$ cat config.mk
export PLATFORM = sky130hd
export DESIGN_NAME = mecanum_wheel_speed_limiter
export DESIGN_NICKNAME = d
export VERILOG_FILES = /design/src/rtl/mwsl_pkg.sv /design/src/rtl/mecanum_wheel_speed_limiter.sv
export SDC_FILE = /design/constraint.sdc
export NUM_CORES = 2
export LEC_CHECK = 0
export ABC_AREA = 1
export BUFFER_PORTS_ARGS = -buffer_cell sky130_fd_sc_hd__buf_2
export CAP_MARGIN = 20
export CORE_MARGIN = 1
export CORE_UTILIZATION = 40
export DETAILED_ROUTE_END_ITERATION = 6
export SKIP_LAST_GASP = 1
export SYNTH_ARGS = -nofsm -noshare
export SYNTH_HDL_FRONTEND = slang
export SYNTH_SLANG_ARGS = --single-unit
$ cat constraint.sdc
create_clock -name clk -period 12.35 [get_ports clk]
set_clock_uncertainty 0.2 [all_clocks]
set_input_delay 2.47 -clock clk [delete_from_list [all_inputs] [get_ports clk]]
set_output_delay 2.47 -clock clk [all_outputs]
set_load 0.02 [all_outputs]
$ cat src/rtl/mwsl_pkg.sv
// ----------------------------------------------------------------------------
// mwsl_pkg - shared definitions of the mecanum wheel speed limiter
// Fixed-point widths, constants, microcode control word and its program ROM.
// ----------------------------------------------------------------------------
`default_nettype none

package mwsl_pkg;

    // configuration port
    localparam int CFG_IDX_W  = 2;
    localparam int CFG_DATA_W = 16;
    localparam logic [CFG_IDX_W-1:0] CFG_HALF_BASE_SUM    = 2'd0;
    localparam logic [CFG_IDX_W-1:0] CFG_INV_WHEEL_RADIUS = 2'd1;
    localparam logic [CFG_IDX_W-1:0] CFG_MAX_WHEEL_SPEED  = 2'd2;

    localparam logic [15:0] HBS_RESET = 16'd16384;
    localparam logic [15:0] INV_RESET = 16'd5120;
    localparam logic [14:0] LIM_RESET = 15'd300;

    // stream payload widths
    localparam int IN_FIELD_W  = 16;
    localparam int S_DATA_W    = 48;
    localparam int M_DATA_W    = 72;
    localparam int SPEED_W     = 16;
    localparam int STEPS_W     = 5;

    localparam int MAX_RETRIES = 30;

    // datapath widths
    localparam int V_W    = 30;   // velocity vector, Q.8
    localparam int SUM_W  = 32;   // vx +/- vy +/- kw
    localparam int W_W    = 20;   // unsaturated wheel speed
    localparam int MUL_W  = 32;
    localparam int PROD_W = 64;
    localparam int RND_W  = 30;   // rounded magnitude

    // rounding shifts per operation kind
    localparam int SH_K = 16;
    localparam int SH_W = 28;
    localparam int SH_V = 30;

    localparam logic signed [MUL_W-1:0] SCALE_ONE  = 32'sd1073741824;
    localparam logic signed [MUL_W-1:0] SCALE_STEP = 32'sd35791466;

    // sequencer
    localparam int STEP_W = 5;
    localparam logic [STEP_W-1:0] ST_WAIT = 5'd0;
    localparam logic [STEP_W-1:0] ST_LOOP = 5'd1;
    localparam logic [STEP_W-1:0] ST_EMIT = 5'd21;

    typedef enum logic [2:0] {
        SQ_NEXT,
        SQ_WAIT_IN,
        SQ_BRANCH,
        SQ_JUMP,
        SQ_EMIT
    } seq_op_t;

    typedef enum logic [2:0] {
        A_V0,
        A_V1,
        A_V2,
        A_S0,
        A_S1,
        A_S2,
        A_S3
    } a_sel_t;

    typedef enum logic [1:0] {
        B_K,
        B_INV,
        B_SCL
    } b_sel_t;

    typedef enum logic [2:0] {
        D_V0,
        D_V1,
        D_V2,
        D_KW,
        D_W0,
        D_W1,
        D_W2,
        D_W3
    } dest_t;

    typedef struct packed {
        seq_op_t           seq;
        logic [STEP_W-1:0] target;
        logic              issue;
        a_sel_t            a_sel;
        b_sel_t            b_sel;
        dest_t             dest;
        logic              sums;
    } ctrl_t;

    localparam ctrl_t UC_NOP = '{
        seq: SQ_NEXT, target: ST_WAIT, issue: 1'b0,
        a_sel: A_V0, b_sel: B_K, dest: D_V0, sums: 1'b0
    };

    // Program: wait for input, then one pass of yaw term, sums, four wheel products and limit branch,
    // then the rescale of the vector and a jump back to the pass; the branch exits to the emit step.
    function automatic ctrl_t ucode_rom(input logic [STEP_W-1:0] step);
        ctrl_t c;
        c = UC_NOP;
        case (step)
            5'd0:
            begin
                c.seq = SQ_WAIT_IN;
            end
            5'd1:
            begin
                c.issue = 1'b1; c.a_sel = A_V2; c.b_sel = B_K; c.dest = D_KW;
            end
            5'd5:
            begin
                c.sums = 1'b1;
            end
            5'd6:
            begin
                c.issue = 1'b1; c.a_sel = A_S0; c.b_sel = B_INV; c.dest = D_W0;
            end
            5'd7:
            begin
                c.issue = 1'b1; c.a_sel = A_S1; c.b_sel = B_INV; c.dest = D_W1;
            end
            5'd8:
            begin
                c.issue = 1'b1; c.a_sel = A_S2; c.b_sel = B_INV; c.dest = D_W2;
            end
            5'd9:
            begin
                c.issue = 1'b1; c.a_sel = A_S3; c.b_sel = B_INV; c.dest = D_W3;
            end
            5'd13:
            begin
                c.seq = SQ_BRANCH; c.target = ST_EMIT;
            end
            5'd14:
            begin
                c.issue = 1'b1; c.a_sel = A_V0; c.b_sel = B_SCL; c.dest = D_V0;
            end
            5'd15:
            begin
                c.issue = 1'b1; c.a_sel = A_V1; c.b_sel = B_SCL; c.dest = D_V1;
            end
            5'd16:
            begin
                c.issue = 1'b1; c.a_sel = A_V2; c.b_sel = B_SCL; c.dest = D_V2;
            end
            5'd20:
            begin
                c.seq = SQ_JUMP; c.target = ST_LOOP;
            end
            5'd21:
            begin
                c.seq = SQ_EMIT; c.target = ST_WAIT;
            end
            default:
            begin
                c = UC_NOP;
            end
        endcase
        return c;
    endfunction

    // input * 60 << 8 = (x << 14) - (x << 10)
    function automatic logic signed [V_W-1:0] load_vel(input logic [IN_FIELD_W-1:0] x);
        logic signed [V_W-1:0] xe;
        xe = V_W'($signed(x));
        return (xe <<< 14) - (xe <<< 10);
    endfunction

    function automatic logic [SPEED_W-1:0] sat16(input logic signed [W_W-1:0] w);
        logic [SPEED_W-1:0] r;
        if (w > $signed(W_W'(32767)))
            r = 16'h7FFF;
        else if (w < -$signed(W_W'(32768)))
            r = 16'h8000;
        else
            r = w[SPEED_W-1:0];
        return r;
    endfunction

    function automatic logic signed [MUL_W-1:0] scale_of(input logic [STEPS_W-1:0] n);
        return SCALE_ONE - $signed({{(MUL_W-STEPS_W){1'b0}}, n}) * SCALE_STEP;
    endfunction

endpackage

`default_nettype wire

$ cat src/rtl/mecanum_wheel_speed_limiter.sv
// ----------------------------------------------------------------------------
// mecanum_wheel_speed_limiter - mecanum inverse kinematics with speed limit
// Microcoded sequencer around one shared signed multiply-and-round pipeline.
// ----------------------------------------------------------------------------
// A command runs one program pass and one more per retry, n = scale_steps; the
//   next command is taken only after its result is emitted, since each 20-step
//   program pass reuses the single 32x32 multiplier pipeline.
// The next input is taken while a finished result still waits in the output reg.
// Reset: asynchronous, active low; configuration and control registers return to
//   their defaults, the sequencer to its wait step and the output goes invalid.
`default_nettype none

module mecanum_wheel_speed_limiter (
    input  logic                               clk,
    input  logic                               rst_n,
    // configuration write port
    input  logic                               cfg_we,
    input  logic [mwsl_pkg::CFG_IDX_W-1:0]     cfg_addr,
    input  logic [mwsl_pkg::CFG_DATA_W-1:0]    cfg_data,
    // body velocity command
    input  logic                               s_tvalid,
    output logic                               s_tready,
    // s_tdata: vel_forward[15:0], vel_side[31:16], yaw_rate[47:32]
    input  logic [mwsl_pkg::S_DATA_W-1:0]      s_tdata,
    // wheel speeds
    output logic                               m_tvalid,
    input  logic                               m_tready,
    // m_tdata: speed_front_right[15:0], speed_front_left[31:16],
    //          speed_back_left[47:32], speed_back_right[63:48],
    //          scale_steps[68:64], zero pad[71:69]
    output logic [mwsl_pkg::M_DATA_W-1:0]      m_tdata
);
    import mwsl_pkg::*;

    // ------------------------------------------------------------------
    // Configuration registers
    // ------------------------------------------------------------------
    logic [15:0] hbs_reg;
    logic [15:0] inv_reg;
    logic [14:0] lim_reg;

    always_ff @(posedge clk or negedge rst_n)
    begin
        if (!rst_n)
        begin
            hbs_reg <= HBS_RESET;
            inv_reg <= INV_RESET;
            lim_reg <= LIM_RESET;
        end
        else if (cfg_we)
        begin
            case (cfg_addr)
                CFG_HALF_BASE_SUM:    hbs_reg <= cfg_data;
                CFG_INV_WHEEL_RADIUS: inv_reg <= cfg_data;
                CFG_MAX_WHEEL_SPEED:  lim_reg <= cfg_data[14:0];
                default:              ; // unknown index: drop the write
            endcase
        end
    end

    // ------------------------------------------------------------------
    // Datapath state
    // ------------------------------------------------------------------
    logic signed [V_W-1:0]   v_reg [3];
    logic signed [V_W-1:0]   kw_reg;
    logic signed [SUM_W-1:0] sum_reg [4];
    logic signed [W_W-1:0]   w_reg [4];
    logic [STEPS_W-1:0]      n_reg, n_next;
    logic signed [MUL_W-1:0] s_reg, s_next;

    // sequencer
    logic [STEP_W-1:0] step_reg, step_next;
    ctrl_t             ctrl;
    logic              load_in;
    logic              advance_scale;
    logic              emit;
    logic              limit_ok;

    // output register
    logic                out_valid_reg, out_valid_next;
    logic [SPEED_W-1:0]  spd_reg [4];
    logic [STEPS_W-1:0]  steps_reg;

    // multiply-and-round pipeline
    logic signed [MUL_W-1:0]  op_a, op_b;
    logic signed [PROD_W-1:0] prod_full;
    logic signed [PROD_W-1:0] prod_reg;
    logic [PROD_W-1:0]        mag_reg;
    logic [PROD_W-1:0]        half;
    logic [PROD_W-1:0]        rsum;
    logic [RND_W-1:0]         rnd;
    logic [RND_W-1:0]         rnd_reg;
    logic                     neg2_reg, neg3_reg;
    logic                     vld1_reg, vld2_reg, vld3_reg;
    dest_t                    dest1_reg, dest2_reg, dest3_reg;
    logic signed [RND_W:0]    wb_val;

    // ------------------------------------------------------------------
    // Limit check on the unsaturated speeds of the current pass
    // ------------------------------------------------------------------
    logic signed [W_W-1:0] lim_s;

    always_comb
    begin
        lim_s    = $signed({{(W_W-15){1'b0}}, lim_reg});
        limit_ok = 1'b1;
        for (int i = 0; i < 4; i++)
        begin
            if (w_reg[i] > lim_s || w_reg[i] < -lim_s)
                limit_ok = 1'b0;
        end
    end

    // ------------------------------------------------------------------
    // Sequencer: fetch the control word of the current step, resolve jumps
    // ------------------------------------------------------------------
    always_comb
    begin
        ctrl          = ucode_rom(step_reg);
        step_next     = step_reg + STEP_W'(1);
        s_tready      = 1'b0;
        load_in       = 1'b0;
        advance_scale = 1'b0;
        emit          = 1'b0;
        case (ctrl.seq)
            SQ_WAIT_IN:
            begin
                // hold on this step until a command transaction arrives
                s_tready = 1'b1;
                load_in  = s_tvalid;
                if (!s_tvalid)
                    step_next = step_reg;
            end
            SQ_BRANCH:
            begin
                // within limits or out of retries: emit; else shrink the vector
                if (limit_ok || n_reg >= STEPS_W'(MAX_RETRIES))
                    step_next = ctrl.target;
                else
                    advance_scale = 1'b1;
            end
            SQ_JUMP:
            begin
                step_next = ctrl.target;
            end
            SQ_EMIT:
            begin
                // wait until the output register is free or being drained
                if (!out_valid_reg || m_tready)
                begin
                    emit      = 1'b1;
                    step_next = ctrl.target;
                end
                else
                begin
                    step_next = step_reg;
                end
            end
            default:
            begin
                step_next = step_reg + STEP_W'(1);
            end
        endcase
    end

    always_comb
    begin
        n_next = n_reg;
        s_next = s_reg;
        if (load_in)
        begin
            n_next = '0;
            s_next = SCALE_ONE;
        end
        else if (advance_scale)
        begin
            // factor of the next retry: 1 - n * step, cumulative on the vector
            n_next = n_reg + STEPS_W'(1);
            s_next = s_reg - SCALE_STEP;
        end
    end

    always_comb
    begin
        out_valid_next = out_valid_reg;
        if (emit)
            out_valid_next = 1'b1;
        else if (m_tready)
            out_valid_next = 1'b0;
    end

    always_ff @(posedge clk or negedge rst_n)
    begin
        if (!rst_n)
        begin
            step_reg      <= ST_WAIT;
            n_reg         <= '0;
            s_reg         <= SCALE_ONE;
            out_valid_reg <= 1'b0;
            vld1_reg      <= 1'b0;
            vld2_reg      <= 1'b0;
            vld3_reg      <= 1'b0;
        end
        else
        begin
            step_reg      <= step_next;
            n_reg         <= n_next;
            s_reg         <= s_next;
            out_valid_reg <= out_valid_next;
            vld1_reg      <= ctrl.issue;
            vld2_reg      <= vld1_reg;
            vld3_reg      <= vld2_reg;
        end
    end

    // ------------------------------------------------------------------
    // Shared multiplier: operand select, product, magnitude, rounding
    // ------------------------------------------------------------------
    always_comb
    begin
        case (ctrl.a_sel)
            A_V0:    op_a = MUL_W'(v_reg[0]);
            A_V1:    op_a = MUL_W'(v_reg[1]);
            A_V2:    op_a = MUL_W'(v_reg[2]);
            A_S0:    op_a = sum_reg[0];
            A_S1:    op_a = sum_reg[1];
            A_S2:    op_a = sum_reg[2];
            A_S3:    op_a = sum_reg[3];
            default: op_a = '0;
        endcase
        case (ctrl.b_sel)
            B_K:     op_b = $signed({{(MUL_W-16){1'b0}}, hbs_reg});
            B_INV:   op_b = $signed({{(MUL_W-16){1'b0}}, inv_reg});
            B_SCL:   op_b = s_reg;
            default: op_b = '0;
        endcase
        prod_full = op_a * op_b;
    end

    // rounding shift follows from the destination: yaw term, wheel or rescale
    always_comb
    begin
        case (dest2_reg)
            D_KW:                    half = PROD_W'(1) << (SH_K - 1);
            D_W0, D_W1, D_W2, D_W3:  half = PROD_W'(1) << (SH_W - 1);
            default:                 half = PROD_W'(1) << (SH_V - 1);
        endcase
        rsum = mag_reg + half;
        case (dest2_reg)
            D_KW:                    rnd = rsum[SH_K+RND_W-1:SH_K];
            D_W0, D_W1, D_W2, D_W3:  rnd = rsum[SH_W+RND_W-1:SH_W];
            default:                 rnd = rsum[SH_V+RND_W-1:SH_V];
        endcase
        // ties went away from zero on the magnitude; restore the sign
        wb_val = neg3_reg ? -$signed({1'b0, rnd_reg}) : $signed({1'b0, rnd_reg});
    end

    always_ff @(posedge clk)
    begin
        prod_reg  <= prod_full;
        dest1_reg <= ctrl.dest;
        mag_reg   <= prod_reg[PROD_W-1] ? PROD_W'(-prod_reg) : PROD_W'(prod_reg);
        neg2_reg  <= prod_reg[PROD_W-1];
        dest2_reg <= dest1_reg;
        rnd_reg   <= rnd;
        neg3_reg  <= neg2_reg;
        dest3_reg <= dest2_reg;
    end

    // ------------------------------------------------------------------
    // Vector load, write-back and wheel sums
    // ------------------------------------------------------------------
    always_ff @(posedge clk)
    begin
        if (load_in)
        begin
            v_reg[0] <= load_vel(s_tdata[15:0]);
            v_reg[1] <= load_vel(s_tdata[31:16]);
            v_reg[2] <= load_vel(s_tdata[47:32]);
        end
        else if (vld3_reg)
        begin
            case (dest3_reg)
                D_V0:    v_reg[0] <= wb_val[V_W-1:0];
                D_V1:    v_reg[1] <= wb_val[V_W-1:0];
                D_V2:    v_reg[2] <= wb_val[V_W-1:0];
                D_KW:    kw_reg   <= wb_val[V_W-1:0];
                D_W0:    w_reg[0] <= wb_val[W_W-1:0];
                D_W1:    w_reg[1] <= wb_val[W_W-1:0];
                D_W2:    w_reg[2] <= wb_val[W_W-1:0];
                D_W3:    w_reg[3] <= wb_val[W_W-1:0];
                default: ;
            endcase
        end

        if (ctrl.sums)
        begin
            // front right, front left, back left, back right
            sum_reg[0] <= SUM_W'(v_reg[0]) + SUM_W'(v_reg[1]) + SUM_W'(kw_reg);
            sum_reg[1] <= SUM_W'(v_reg[0]) - SUM_W'(v_reg[1]) - SUM_W'(kw_reg);
            sum_reg[2] <= SUM_W'(v_reg[0]) + SUM_W'(v_reg[1]) - SUM_W'(kw_reg);
            sum_reg[3] <= SUM_W'(v_reg[0]) - SUM_W'(v_reg[1]) + SUM_W'(kw_reg);
        end
    end

    // ------------------------------------------------------------------
    // Output register: saturate and hold until the transaction completes
    // ------------------------------------------------------------------
    always_ff @(posedge clk)
    begin
        if (emit)
        begin
            for (int i = 0; i < 4; i++)
                spd_reg[i] <= sat16(w_reg[i]);
            steps_reg <= n_reg;
        end
    end

    assign m_tvalid = out_valid_reg;
    assign m_tdata  = {{(M_DATA_W-4*SPEED_W-STEPS_W){1'b0}}, steps_reg,
                       spd_reg[3], spd_reg[2], spd_reg[1], spd_reg[0]};

    // ------------------------------------------------------------------
    // Assertions
    // ------------------------------------------------------------------
    a_start_pass: assert property (@(posedge clk) disable iff (!rst_n)
        (s_tvalid && s_tready) |=> (step_reg == ST_LOOP))
        else $error("command transaction did not start a pass");

    a_retry_bound: assert property (@(posedge clk) disable iff (!rst_n)
        n_reg <= STEPS_W'(MAX_RETRIES))
        else $error("retry count beyond limit");

    a_scale_track: assert property (@(posedge clk) disable iff (!rst_n)
        s_reg == scale_of(n_reg))
        else $error("scale factor out of step with retry count");

    a_emit_only: assert property (@(posedge clk) disable iff (!rst_n)
        $rose(m_tvalid) |-> ($past(step_reg) == ST_EMIT))
        else $error("result raised outside the emit step");

endmodule

`default_nettype wire
==> results_dict.tcl <==
set metrics [dict create \
    critical_path_buf_inv_count 12 \
    chipWidth_um 448.5 \
    synthDominantCellAreaShare_pct 27.31 \
    largest_net_degree_at_the_start_of_global_routing 76 \
    antenna_violations_before_repair 21 \
    post-cts-setup-buffers 0 \
    synth_enable_flop_cells 395 \
    seq_area_um2 17120 \
    critPathSlowestCell "sky130_fd_sc_hd__fa_1" \
    post_synth_fa_ha_maj_area_fraction_pct 36.18 \
    cts_max_level 3 \
    multi_input_area_um2 53810 \
    cp_data_required_time_ns 12.72 \
    final_layout_size_suffix_gt1_share_pct 6.200 \
    max_freq_mhz 85.44 \
    detail_route.wl_per_cell_um 23.70 \
    maxcap_violations 0 \
    gp_routability_congestion 1.014 \
    flip_flop_count_of_the_largest_register_all_copies_and_words_added 126 \
    regToRegStartpoint "step_reg[0]" \
    num_rows 163 \
    crit_start "step_reg[0]" \
    routed_wl_um 294600 \
    synthesized_instance_count 9681 \
    status "complete, but fails checks" \
    worstSetupStartpointType "flop" \
    postSynthRegisterBits 634 \
    port_buffers 141 \
    violations "DRC" \
    synth_flop_type "sky130_fd_sc_hd__edfxtp_1" \
    clk_pin_slew_worst_paths_ns 0.06 \
    grt_overflow_total 0 \
    fill_cells 19690 \
    pin_slew_with_the_least_headroom_to_its_limit_ns 1.169 \
    setup_viol 0 \
    post_synthesis_compound_gate_area_fraction_pct 9.204 \
    cts_tree "yes" \
    timing.slew.headroom_pct 21.69 \
    synth_sequential_area_ratio_pct 21.47 \
    core_um2 197600 \
    cts.root.buffer_cell "sky130_fd_sc_hd__clkbuf_16" \
    grtUsageTotal_pct 29.26 \
    die-area_um2 201100 \
    cts.sink_count 634 \
    synth-async-reset-ratio_pct 14.51 \
    yosysUniqueCellTypes 79 \
    cp_common_cell "sky130_fd_sc_hd__inv_1" \
    post-route-drc-count 3 \
    synth_area_per_cell_um2 8.237 \
    clock_insertion_delay_worst_skew_ns 0.70 \
    synth.cell_area_um2 79740 \
    slew_violations 0 \
    nNetsFinal 11450 \
    rsz_0062_raised_after_global_routing "no" \
    path_category_of_the_worst_min_delay_check "reg -> reg" \
    die_height_um 448.5 \
    timing.critical_path.arrival_ns 12.08 \
    synth_top_family_by_area "adder cells" \
    first_global_vias 67650 \
    finalWorstPathRequiredPeriod_ns 11.70 \
    io_pins 145 \
    ctsResizeCount 0 \
    synthXorXnorAreaFrac_pct 3.943 \
    critical_path_s_largest_stage_delay_ns 0.86 \
    finalHoldViolations 0 \
    ctsLongestPathBuffers 3 \
    drtAntennaViolNets 0 \
    ys_top_cells_by_area "sky130_fd_sc_hd__fa_1 (27%), sky130_fd_sc_hd__edfxtp_1 (15%), sky130_fd_sc_hd__inv_1 (9.2%)" \
    drt-pass1-iter-count 7 \
    hpwlAfterDp_um 244000 \
    cts-buffers-inserted 74 \
    path_delay_family "adder cells" \
    floorplan.initialDensity_pct 40.35 \
    final.setup.tns_ns 0 \
    vias 67200 \
    worstPathMaxFanout 29 \
    synthDominantAreaCellType "sky130_fd_sc_hd__fa_1" \
    holdBufCountCts 0 \
    worst_setup_path_end_kind "flop" \
    viasPerCell 5.405 \
    grt_first_pass_wirelength_um 435300 \
    criticalPathCategory "reg -> reg" \
    synthMuxAreaShare_pct 0 \
    synth-warning-count 0 \
    dr.first_iter.drc_count 6553 \
    fin_crit_sh_pct 94.78 \
    synth_simple_gate_area_share_pct 17.91 \
    worstHoldStart "dest1_reg[0]" \
    layout-area-overhead-vs-synth_pct 8.089 \
]
synthesized netlist by cell type, types with 84 or more instances:
cell type / n
sky130_fd_sc_hd__xor2_1: 296
sky130_fd_sc_hd__nand3_1: 334
sky130_fd_sc_hd__dfxtp_1: 147
sky130_fd_sc_hd__nor3_1: 106
sky130_fd_sc_hd__edfxtp_1: 395
sky130_fd_sc_hd__a21oi_1: 662
sky130_fd_sc_hd__inv_1: 1947
sky130_fd_sc_hd__ha_1: 565
sky130_fd_sc_hd__nor2_1: 1008
sky130_fd_sc_hd__dfrtp_1: 84
sky130_fd_sc_hd__nand2_1: 1708
sky130_fd_sc_hd__o21ai_0: 350
sky130_fd_sc_hd__fa_1: 1088
sky130_fd_sc_hd__clkbuf_1: 207
sky130_fd_sc_hd__buf_2: 84
sky130_fd_sc_hd__nand4_1: 91
path summary, 6_finish.rpt:
kind                                end  slack (ns)  depth (start not counted)
hold / removal             dest2_reg[0]        0.11                          0
max in group asynchronous      vld3_reg        9.22                          2
min in group asynchronous     s_reg[16]        1.44                          1
hold reg to reg            dest2_reg[0]        0.11                          0
setup / recovery           prod_reg[58]        0.65                         42
setup reg to reg           prod_reg[58]        0.65                         42
stage by stage:
| stage | instance area [um2] | hold WS (ns) | worst slack [ns] | utilization (%) | cells |
|---|---|---|---|---|---|
| after CTS | 86120 | 0.1016 | 0.7487 | 43.58 | 12430 |
| after floorplan | 79750 | 0.1096 | 3.581 | - | 9683 |
| after global placement | 83570 | 0.1132 | 1.004 | 42.29 | 12290 |
| final | 86190 | 0.1115 | 0.6452 | 43.61 | 12430 |
| after detailed placement | 83590 | 0.1157 | 0.8189 | 42.30 | 12290 |
| after global routing | 86190 | 0.1166 | 0.03319 | 43.61 | 12430 |
cells in the final DEF (no fill, tap or decap), types with 10 or more instances in the layout:
cell	n
sky130_fd_sc_hd__a21boi_0	11
sky130_fd_sc_hd__a21o_1	38
sky130_fd_sc_hd__a21oi_1	660
sky130_fd_sc_hd__a221oi_1	10
sky130_fd_sc_hd__a22oi_1	13
sky130_fd_sc_hd__a31oi_1	27
sky130_fd_sc_hd__buf_2	141
sky130_fd_sc_hd__buf_4	152
sky130_fd_sc_hd__clkbuf_1	17
sky130_fd_sc_hd__clkbuf_16	76
sky130_fd_sc_hd__clkinv_1	14
sky130_fd_sc_hd__dfrtp_1	84
sky130_fd_sc_hd__dfxtp_1	147
sky130_fd_sc_hd__edfxtp_1	395
sky130_fd_sc_hd__fa_1	1088
sky130_fd_sc_hd__ha_1	565
sky130_fd_sc_hd__inv_1	1945
sky130_fd_sc_hd__inv_2	34
sky130_fd_sc_hd__nand2_1	1708
sky130_fd_sc_hd__nand2_2	32
sky130_fd_sc_hd__nand3_1	333
sky130_fd_sc_hd__nand3b_1	12
sky130_fd_sc_hd__nand4_1	91
sky130_fd_sc_hd__nor2_1	995
sky130_fd_sc_hd__nor2_2	16
sky130_fd_sc_hd__nor2_4	24
sky130_fd_sc_hd__nor3_1	105
sky130_fd_sc_hd__nor4_1	34
sky130_fd_sc_hd__o211ai_1	44
sky130_fd_sc_hd__o21a_1	13
sky130_fd_sc_hd__o21ai_0	348
sky130_fd_sc_hd__o21bai_1	34
sky130_fd_sc_hd__o31ai_1	24
sky130_fd_sc_hd__or2_2	29
sky130_fd_sc_hd__xnor2_1	60
sky130_fd_sc_hd__xor2_1	296
area by class of cell:
cell class                      instances  area share (%)
Multi-Input combinational cell       6731           62.44
Sequential cell                       634           19.86
Inverter                             1990           8.669
Tap cell                             2640           3.832
Clock buffer                          102           2.424
Timing Repair Buffer                  299           2.256
Clock inverter                         35          0.5182
Antenna cell                            2        0.005807
logic make-up after synthesis:
kind of cell,count (synthesis)
AND/OR/NAND/NOR,3420
buffers and inverters,2318
adder cells (fa/ha/maj),1653
AO/OA/AOI/OAI,1296
flip-flops,634
XOR/XNOR,359
other,1
worst reg2reg max path, delay by kind of cell, from the launching register on:
family,cells,cell delay [ns]
xor+xnor,1,0.15
fa+ha+maj,10,5.00
simple gates,19,3.38
flops,1,0.46
buf+inv,12,2.43
per-layer routing:
layer | vias up | routed length, um | GRT usage (%)
li1 | 30230 | - | -
met1 | 33210 | 122100 | 38.85
met2 | 3104 | 131100 | 45.81
met3 | 640 | 26670 | 6.476
met4 | 18 | 14600 | 12.56
met5 | - | 129 | 0
Power is left out: the tool's default activity adds up to more than one toggle a clock period on the data nets, which glitch-free logic cannot reach.
